File: config.mk
export PLATFORM = sky130hd
export DESIGN_NAME = encoder_position_speed_scaler
export DESIGN_NICKNAME = d
export VERILOG_FILES = /design/src/hw/rtl/esc_pkg.sv /design/src/hw/rtl/encoder_position_speed_scaler.sv /design/src/hw/rtl/esc_mul.sv /design/src/hw/rtl/esc_div.sv
export SDC_FILE = /design/constraint.sdc
export NUM_CORES = 1
export LEC_CHECK = 0
export BUFFER_PORTS_ARGS = -buffer_cell sky130_fd_sc_hd__buf_2
export CORE_MARGIN = 4
export CORE_UTILIZATION = 35
export CTS_BUF_LIST = sky130_fd_sc_hd__clkbuf_4 sky130_fd_sc_hd__clkbuf_8
export DETAILED_ROUTE_END_ITERATION = 6
export GPL_ROUTABILITY_DRIVEN = 0
export PLACE_DENSITY_LB_ADDON = 0.08
export SLEW_MARGIN = 25
export SYNTH_ARGS = -nofsm -noshare
export SYNTH_HDL_FRONTEND = slang
export SYNTH_HIERARCHICAL = 1
export SYNTH_SLANG_ARGS = --single-unit
File: constraint.sdc
create_clock -name clk_i -period 9.2 [get_ports clk_i]
set_clock_uncertainty 0.05 [all_clocks]
set_input_delay 1.84 -clock clk_i [delete_from_list [all_inputs] [get_ports clk_i]]
set_output_delay 1.84 -clock clk_i [all_outputs]
set_load 0.01 [all_outputs]
File: src/hw/rtl/esc_pkg.sv
// Shared constants and codes for the encoder position and speed scaler.
package esc_pkg;

  localparam int unsigned CNT_W      = 32;
  localparam int unsigned PERIOD_W   = 16;
  localparam int unsigned SCALE_W    = 31;
  localparam int unsigned PROD_W     = 62;
  localparam int unsigned IN_DATA_W  = 56;
  localparam int unsigned OUT_DATA_W = 112;
  localparam int unsigned STEP_W     = 6;

  localparam int unsigned MUL_STEPS     = 31;
  localparam int unsigned DIV_STEPS_POS = 62;
  localparam int unsigned DIV_STEPS_SPD = 31;

  localparam logic [1:0] FN_POS   = 2'd0;
  localparam logic [1:0] FN_SPEED = 2'd1;
  localparam logic [1:0] FN_ZERO  = 2'd2;
  localparam logic [1:0] FN_RESET = 2'd3;

  localparam logic [1:0] CFG_INVERT    = 2'd0;
  localparam logic [1:0] CFG_MUL       = 2'd1;
  localparam logic [1:0] CFG_DIV       = 2'd2;
  localparam logic [1:0] CFG_SPEED_NUM = 2'd3;

  localparam logic [SCALE_W-1:0] MUL_RESET       = 31'd4000;
  localparam logic [SCALE_W-1:0] DIV_RESET       = 31'd3757;
  localparam logic [SCALE_W-1:0] SPEED_NUM_RESET = 31'd7985094;

  localparam logic [PERIOD_W-1:0] PERIOD_INVALID = 16'hffff;

endpackage

File: src/hw/rtl/encoder_position_speed_scaler.sv
// Top level of the encoder position and speed scaler: control, state and stream ports.
//
// One input word is taken at a time. A position read passes through the one-bit-per-cycle
// multiplier (31 steps) and then the one-bit-per-cycle divider (62 steps), with setup and
// hand-off states around them. A speed read with a usable period runs 31 divider steps.
// Zero, reset, a speed read with period 0 or 0xffff, a position read with a zero divisor
// register, and any unacknowledged command finish without using the multiplier or divider.
// A finished word sits in the output register while the next input word is accepted.
// Configuration writes are always accepted and must only be issued while the block is idle.
module encoder_position_speed_scaler (
  input  logic                            clk_i,
  input  logic                            rst_ni,
  // tdata: acked[0], count_bytes[32:1], period_word[48:33], zero fill
  input  logic [esc_pkg::IN_DATA_W-1:0]   s_axis_tdata_i,
  // tuser: func[1:0]
  input  logic [1:0]                      s_axis_tuser_i,
  input  logic                            s_axis_tvalid_i,
  output logic                            s_axis_tready_o,
  // tdata: status[0], position[32:1], scaled_position[64:33], speed[80:65],
  //        scaled_speed[111:81]
  output logic [esc_pkg::OUT_DATA_W-1:0]  m_axis_tdata_o,
  output logic                            m_axis_tvalid_o,
  input  logic                            m_axis_tready_i,
  input  logic                            cfg_valid_i,
  output logic                            cfg_ready_o,
  input  logic [1:0]                      cfg_index_i,
  input  logic [esc_pkg::SCALE_W-1:0]     cfg_data_i
);
  import esc_pkg::*;

  localparam logic [2:0] ST_IDLE = 3'd0;
  localparam logic [2:0] ST_POS  = 3'd1;
  localparam logic [2:0] ST_MULS = 3'd2;
  localparam logic [2:0] ST_MUL  = 3'd3;
  localparam logic [2:0] ST_DIV  = 3'd4;
  localparam logic [2:0] ST_FIN  = 3'd5;

  logic [2:0]          state_q;
  logic                invert_q;
  logic [SCALE_W-1:0]  mul_q;
  logic [SCALE_W-1:0]  div_q;
  logic [SCALE_W-1:0]  spd_num_q;
  logic [CNT_W-1:0]    last_count_q;
  logic [CNT_W-1:0]    offset_q;
  logic [CNT_W-1:0]    cnt_q;
  logic                is_speed_q;

  logic                res_status_q;
  logic [CNT_W-1:0]    res_pos_q;
  logic [CNT_W-1:0]    res_spos_q;
  logic [PERIOD_W-1:0] res_speed_q;
  logic [SCALE_W-1:0]  res_sspeed_q;

  logic [OUT_DATA_W-1:0] out_data_q;
  logic                  out_valid_q;

  logic                mul_start_q;
  logic                div_start_q;
  logic [PROD_W-1:0]   div_dividend_q;
  logic [SCALE_W-1:0]  div_divisor_q;
  logic [STEP_W-1:0]   div_steps_q;

  logic                mul_done;
  logic [PROD_W-1:0]   mul_prod;
  logic                div_done;
  logic [PROD_W-1:0]   div_quot;

  logic                in_fire;
  logic [1:0]          in_func;
  logic                in_acked;
  logic [CNT_W-1:0]    in_bytes;
  logic [PERIOD_W-1:0] in_period;
  logic [CNT_W-1:0]    swapped;
  logic [CNT_W-1:0]    spos_mag;

  assign in_func   = s_axis_tuser_i;
  assign in_acked  = s_axis_tdata_i[0];
  assign in_bytes  = s_axis_tdata_i[32:1];
  assign in_period = s_axis_tdata_i[48:33];
  assign swapped   = {in_bytes[15:0], in_bytes[31:16]};
  assign spos_mag  = div_quot[CNT_W-1:0];

  assign s_axis_tready_o = (state_q == ST_IDLE);
  assign in_fire         = s_axis_tvalid_i && s_axis_tready_o;
  assign cfg_ready_o     = 1'b1;

  esc_mul u_mul (
    .clk_i   (clk_i),
    .rst_ni  (rst_ni),
    .start_i (mul_start_q),
    .a_i     (res_pos_q),
    .b_i     (mul_q),
    .done_o  (mul_done),
    .prod_o  (mul_prod)
  );

  esc_div u_div (
    .clk_i      (clk_i),
    .rst_ni     (rst_ni),
    .start_i    (div_start_q),
    .dividend_i (div_dividend_q),
    .divisor_i  (div_divisor_q),
    .steps_i    (div_steps_q),
    .done_o     (div_done),
    .quot_o     (div_quot)
  );

  always_ff @(posedge clk_i or negedge rst_ni) begin
    if (!rst_ni) begin
      invert_q  <= 1'b0;
      mul_q     <= MUL_RESET;
      div_q     <= DIV_RESET;
      spd_num_q <= SPEED_NUM_RESET;
    end else if (cfg_valid_i) begin
      unique case (cfg_index_i)
        CFG_INVERT:    invert_q  <= cfg_data_i[0];
        CFG_MUL:       mul_q     <= cfg_data_i;
        CFG_DIV:       div_q     <= cfg_data_i;
        CFG_SPEED_NUM: spd_num_q <= cfg_data_i;
        default:       ;
      endcase
    end
  end

  always_ff @(posedge clk_i or negedge rst_ni) begin
    if (!rst_ni) begin
      state_q      <= ST_IDLE;
      last_count_q <= '0;
      offset_q     <= '0;
      mul_start_q  <= 1'b0;
      div_start_q  <= 1'b0;
      out_valid_q  <= 1'b0;
    end else begin
      mul_start_q <= 1'b0;
      div_start_q <= 1'b0;
      if (out_valid_q && m_axis_tready_i) begin
        out_valid_q <= 1'b0;
      end
      unique case (state_q)
        ST_IDLE: begin
          if (in_fire) begin
            state_q <= ST_FIN;
            if (in_func == FN_ZERO) begin
              offset_q <= ~last_count_q + 32'd1;
            end else if (!in_acked) begin
              state_q <= ST_FIN;
            end else if (in_func == FN_POS) begin
              last_count_q <= invert_q ? (~swapped + 32'd1) : swapped;
              state_q      <= ST_POS;
            end else if (in_func == FN_SPEED) begin
              if (in_period != '0 && in_period != PERIOD_INVALID) begin
                div_start_q <= 1'b1;
                state_q     <= ST_DIV;
              end
            end else begin
              offset_q     <= '0;
              last_count_q <= '0;
            end
          end
        end
        ST_POS: begin
          state_q <= ST_MULS;
        end
        ST_MULS: begin
          if (div_q == '0) begin
            state_q <= ST_FIN;
          end else begin
            mul_start_q <= 1'b1;
            state_q     <= ST_MUL;
          end
        end
        ST_MUL: begin
          if (mul_done) begin
            div_start_q <= 1'b1;
            state_q     <= ST_DIV;
          end
        end
        ST_DIV: begin
          if (div_done) begin
            state_q <= ST_FIN;
          end
        end
        ST_FIN: begin
          if (!out_valid_q || m_axis_tready_i) begin
            out_valid_q <= 1'b1;
            state_q     <= ST_IDLE;
          end
        end
        default: state_q <= ST_IDLE;
      endcase
    end
  end

  always_ff @(posedge clk_i) begin
    case (state_q)
      ST_IDLE: begin
        if (in_fire) begin
          res_status_q   <= (in_func != FN_ZERO) && !in_acked;
          res_pos_q      <= '0;
          res_spos_q     <= '0;
          res_speed_q    <= '0;
          res_sspeed_q   <= '0;
          is_speed_q     <= (in_func == FN_SPEED);
          cnt_q          <= invert_q ? (~swapped + 32'd1) : swapped;
          div_dividend_q <= {spd_num_q, {DIV_STEPS_SPD{1'b0}}};
          div_divisor_q  <= {{(SCALE_W-PERIOD_W){1'b0}}, in_period};
          div_steps_q    <= STEP_W'(DIV_STEPS_SPD);
          if ((in_func == FN_SPEED) && in_acked) begin
            res_speed_q <= in_period;
          end
        end
      end
      ST_POS: begin
        res_pos_q <= cnt_q - offset_q;
      end
      ST_MUL: begin
        if (mul_done) begin
          div_dividend_q <= mul_prod;
          div_divisor_q  <= div_q;
          div_steps_q    <= STEP_W'(DIV_STEPS_POS);
        end
      end
      ST_DIV: begin
        if (div_done) begin
          if (is_speed_q) begin
            res_sspeed_q <= div_quot[SCALE_W-1:0];
          end else begin
            res_spos_q <= res_pos_q[CNT_W-1] ? (~spos_mag + 32'd1) : spos_mag;
          end
        end
      end
      ST_FIN: begin
        if (!out_valid_q || m_axis_tready_i) begin
          out_data_q <= {res_sspeed_q, res_speed_q, res_spos_q, res_pos_q, res_status_q};
        end
      end
      default: ;
    endcase
  end

  assign m_axis_tdata_o  = out_data_q;
  assign m_axis_tvalid_o = out_valid_q;

  a_div_nonzero: assert property (@(posedge clk_i) disable iff (!rst_ni)
    div_start_q |-> (div_divisor_q != '0))
    else $error("divider started with a zero divisor");

  a_units_exclusive: assert property (@(posedge clk_i) disable iff (!rst_ni)
    !(mul_done && div_done))
    else $error("multiplier and divider finished together");

  a_nak_status: assert property (@(posedge clk_i) disable iff (!rst_ni)
    (in_fire && !in_acked && (in_func != FN_ZERO)) |=> (res_status_q && (state_q == ST_FIN)))
    else $error("unacknowledged command did not report an error");

  a_mul_from_muls: assert property (@(posedge clk_i) disable iff (!rst_ni)
    mul_start_q |-> ($past(state_q) == ST_MULS) && (div_q != '0))
    else $error("multiplier started outside the position path");

endmodule

File: src/hw/rtl/esc_mul.sv
// Bit-serial shift-add multiplier: magnitude of a signed count times an unsigned scale.
module esc_mul (
  input  logic                          clk_i,
  input  logic                          rst_ni,
  input  logic                          start_i,
  input  logic [esc_pkg::CNT_W-1:0]     a_i,
  input  logic [esc_pkg::SCALE_W-1:0]   b_i,
  output logic                          done_o,
  output logic [esc_pkg::PROD_W-1:0]    prod_o
);
  import esc_pkg::*;

  logic [CNT_W-1:0]   a_q;
  logic [CNT_W-1:0]   hi_q;
  logic [SCALE_W-1:0] lo_q;
  logic [4:0]         cnt_q;
  logic               run_q;
  logic               done_q;
  logic [CNT_W:0]     sum;

  assign sum = {1'b0, hi_q} + (lo_q[0] ? {1'b0, a_q} : {(CNT_W+1){1'b0}});

  always_ff @(posedge clk_i or negedge rst_ni) begin
    if (!rst_ni) begin
      run_q  <= 1'b0;
      done_q <= 1'b0;
      cnt_q  <= '0;
    end else begin
      done_q <= 1'b0;
      if (start_i) begin
        run_q <= 1'b1;
        cnt_q <= 5'(MUL_STEPS - 1);
      end else if (run_q) begin
        cnt_q <= cnt_q - 5'd1;
        if (cnt_q == 5'd0) begin
          run_q  <= 1'b0;
          done_q <= 1'b1;
        end
      end
    end
  end

  always_ff @(posedge clk_i) begin
    if (start_i) begin
      a_q  <= a_i[CNT_W-1] ? (~a_i + 32'd1) : a_i;
      hi_q <= '0;
      lo_q <= b_i;
    end else if (run_q) begin
      hi_q <= sum[CNT_W:1];
      lo_q <= {sum[0], lo_q[SCALE_W-1:1]};
    end
  end

  assign done_o = done_q;
  assign prod_o = {hi_q[PROD_W-SCALE_W-1:0], lo_q};

endmodule

File: src/hw/rtl/esc_div.sv
// Bit-serial restoring divider, one quotient bit per cycle.
module esc_div (
  input  logic                          clk_i,
  input  logic                          rst_ni,
  input  logic                          start_i,
  input  logic [esc_pkg::PROD_W-1:0]    dividend_i,
  input  logic [esc_pkg::SCALE_W-1:0]   divisor_i,
  input  logic [esc_pkg::STEP_W-1:0]    steps_i,
  output logic                          done_o,
  output logic [esc_pkg::PROD_W-1:0]    quot_o
);
  import esc_pkg::*;

  logic [PROD_W-1:0]  dq_q;
  logic [SCALE_W-1:0] rem_q;
  logic [SCALE_W-1:0] dvs_q;
  logic [STEP_W-1:0]  cnt_q;
  logic               run_q;
  logic               done_q;
  logic [SCALE_W:0]   shifted;
  logic [SCALE_W+1:0] diff;

  assign shifted = {rem_q, dq_q[PROD_W-1]};
  assign diff    = {1'b0, shifted} - {2'b00, dvs_q};

  always_ff @(posedge clk_i or negedge rst_ni) begin
    if (!rst_ni) begin
      run_q  <= 1'b0;
      done_q <= 1'b0;
      cnt_q  <= '0;
    end else begin
      done_q <= 1'b0;
      if (start_i) begin
        run_q <= 1'b1;
        cnt_q <= steps_i - 6'd1;
      end else if (run_q) begin
        cnt_q <= cnt_q - 6'd1;
        if (cnt_q == 6'd0) begin
          run_q  <= 1'b0;
          done_q <= 1'b1;
        end
      end
    end
  end

  always_ff @(posedge clk_i) begin
    if (start_i) begin
      dq_q  <= dividend_i;
      rem_q <= '0;
      dvs_q <= divisor_i;
    end else if (run_q) begin
      if (!diff[SCALE_W+1]) begin
        rem_q <= diff[SCALE_W-1:0];
        dq_q  <= {dq_q[PROD_W-2:0], 1'b1};
      end else begin
        rem_q <= shifted[SCALE_W-1:0];
        dq_q  <= {dq_q[PROD_W-2:0], 1'b0};
      end
    end
  end

  assign done_o = done_q;
  assign quot_o = dq_q;

endmodule
==> results.cfg <==
[layout]
layout_common_cells = edfxtp_1, nand2_1, buf_2
syn_to_final_growth_pct = 13.9
drive_gt1_frac = 0.217
final_common_cell = edfxtp_1
nets = 3475
final_cells = 4754

[global_route]
grt_pass1_vias = 24400
grt_pass1_wl_um = 144000
grtUsageTotal = 0.171
use_met3 = 0.0361
grt_max_degree = 70
antenna_found_initial = 14
grt_overflow = 0
use_met2 = 0.278
top_usage_layer = met2
use_met1 = 0.224

[synth]
synth_top_area_cell = edfxtp_1
synth-edff-count = 508
synth.avg_cell_area_um2 = 11.7
postSynthCellCount = 3070
synthArstFlopShare = 0.239
ys_ff_latch = 750
synth_area_leaders = edfxtp_1, dfrtp_1, mux2_2
yosysWarnings = 6
synth_cell_types = 89
ys.flop_type = edfxtp_1
synth_top_area_share = 0.423
ys_seq_area_frac = 0.583
netlist_area_um2 = 36100

[worst_setup_path]
crit_required_ns = 7.31
cp_slowest_stage_delay_ns = 0.56
worstPathCellList = nor3_1 -> buf_2
path_class = register to output pin
crit_start = state_q[2]
worstSetupStartpointType = register
crit_slowest_cell = dfrtp_1
crit_arrival_ns = 1.96
critical_path_peak_fanout = 14
worstSetupEndpointType = output pin
reg2reg_from = u_mul/lo_q[0]

[sta]
final-hold-violation-count = 0
setup_viol = 0
worst_pin_slew_ns = 0.999
fin_crit_sh = 0.418
rsz0062_at_grt = no
fin_setup_tns_ns = 0
drv_slew = 0
relSlewSlack = 0.334
period_needed_ns = 3.85
fmax_mhz = 260

[cts]
cts.path.max_buffers = 3
htreeDepth = 4
post_cts_resized = 0
hold_buffers = 0
cts_tree = done
cts_sinks = 750
cts_root_buf = clkbuf_8
numCtsBuffers = 135
clk_latency_ns = 0.81
clkSlewWorstSetupHoldPaths_ns = 0.06
postCtsSetupRepairBufs = 0

[die]
dieArea_um2 = 108000
rows = 117
ios = 211
die_w_um = 329
core_area_um2 = 102000
initial_core_util = 0.353
die_h_um = 329

[route]
wire_per_inst_um = 19.5
num_vias = 24000
wl_um = 92800
viasPerCell = 5.05
antenna_left = 0
drt-initial-drc-count = 1563
first_pass_iters = 6
post-route-drc-count = 0

[pwr]
leakage_nw = 16.0
irDropWorstVdd_uv = 150
totalPowerFinal_mw = 14.3
power_density_nw_per_um2 = 347

[placed_design]
dp.final_hpwl_um = 66500
io_buffers = 202
dp.cells = 4502

[worst_hold_path]
holdCritStartpoint = res_sspeed_q[11]
hold_path.class = register to register

[run]
cap_violations = 0

[outcome]
status = complete, no violations
==> routing by layer <==
layer,share of wire,routed length (um)
met1,0.45,41700
met2,0.47,43500
met4,0.033,3020
met5,0.00025,23
met3,0.049,4580
==> power breakdown <==
part           internal (mW)  leakage (nW)  total, mW  switching [mW]
clock network           1.72          1.44       3.16            1.44
registers               5.06          7.49       5.89           0.823
logic                   2.09          7.02       5.22            3.13
==> flip-flops by register name, indices dropped and copies added (netlist names), 32 cells and up <==
register	flops
div_dividend_q	62
last_count_q	32
cnt_q	32
u_mul/hi_q	32
m_axis_tdata_o	112
offset_q	32
u_mul/a_q	32
res_pos_q	32
u_div/quot_o	62
res_spos_q	32
==> synth_stat cells (13+ instances only) <==
master and number:
dfstp_2 29, xor2_1 68, a31oi_1 15, mux2i_1 14, a21o_1 28, nor2b_1 27
or4_1 15, nand2_1 397, clkbuf_1 119, nand4_1 33, o41ai_1 15, and3_1 71
buf_4 32, and2_1 74, o31ai_1 49, a21oi_1 106, o21bai_1 13, o21ai_0 112
a311oi_1 21, inv_1 101, a22o_1 21, buf_1 19, nor2_1 171, o21a_1 25
xnor2_1 122, mux2_2 188, nor3_1 50, dfxtp_1 63, o211ai_1 13, nand3_1 52
or3_1 21, nor4_1 26, a211oi_1 15, edfxtp_1 508, ha_1 105, dfrtp_1 150
nand2b_1 27
==> per-stage QoR <==
stage	instance area (um^2)	util	hold slack (ns)	worst slack (ns)
6_report	41100	0.402	0.361	5.35
5_1_grt	41000	0.402	0.370	5.00
4_1_cts	41000	0.402	0.357	5.27
3_5_place_dp	38300	0.375	0.355	4.70
3_3_place_gp	38300	0.375	0.355	4.74
2_1_floorplan	36100	-	0.350	1.64
==> critical path: cells and delay by family, from the launching register on <==
kind | cells | cell delay, ns
DFF | 1 | 0.56
and+or+nand+nor | 1 | 0.32
buffers and inverters | 1 | 0.26
==> final cells by class <==
cell class,instances,area (um^2)
Antenna cell,5,12.5
Clock buffer,192,2300
Clock inverter,55,427
Fill cell,9847,61000
Inverter,101,379
Multi-Input combinational cell,2047,13900
Sequential cell,750,21000
Tap cell,1368,1710
Timing Repair Buffer,236,1270
==> kinds of logic (layout without fill, tap and decap cells) <==
family,after synthesis,in the layout,share of synthesized area
buffers and inverters,281,584,0.0329
multiplexers,202,202,0.0626
flip-flops,750,750,0.583
other,1,14,0.000104
adder cells (fa/ha/maj),108,108,0.0381
AO/OA/AOI/OAI,518,518,0.0987
AND/OR/NAND/NOR,1020,1020,0.138
XOR/XNOR,190,190,0.0462
==> worst paths after layout <==
check,end,slack [ns],cells past startpoint
min in group asynchronous,last_count_q[10],1.02,1
hold reg to reg,m_axis_tdata_o[92],0.36,0
max in group asynchronous,mul_start_q,5.99,3
setup / recovery,s_axis_tready_o,5.35,2
hold / removal,m_axis_tdata_o[92],0.36,0
setup reg to reg,u_mul/hi_q[31],5.40,10
Power figures use the tool's default switching activity.
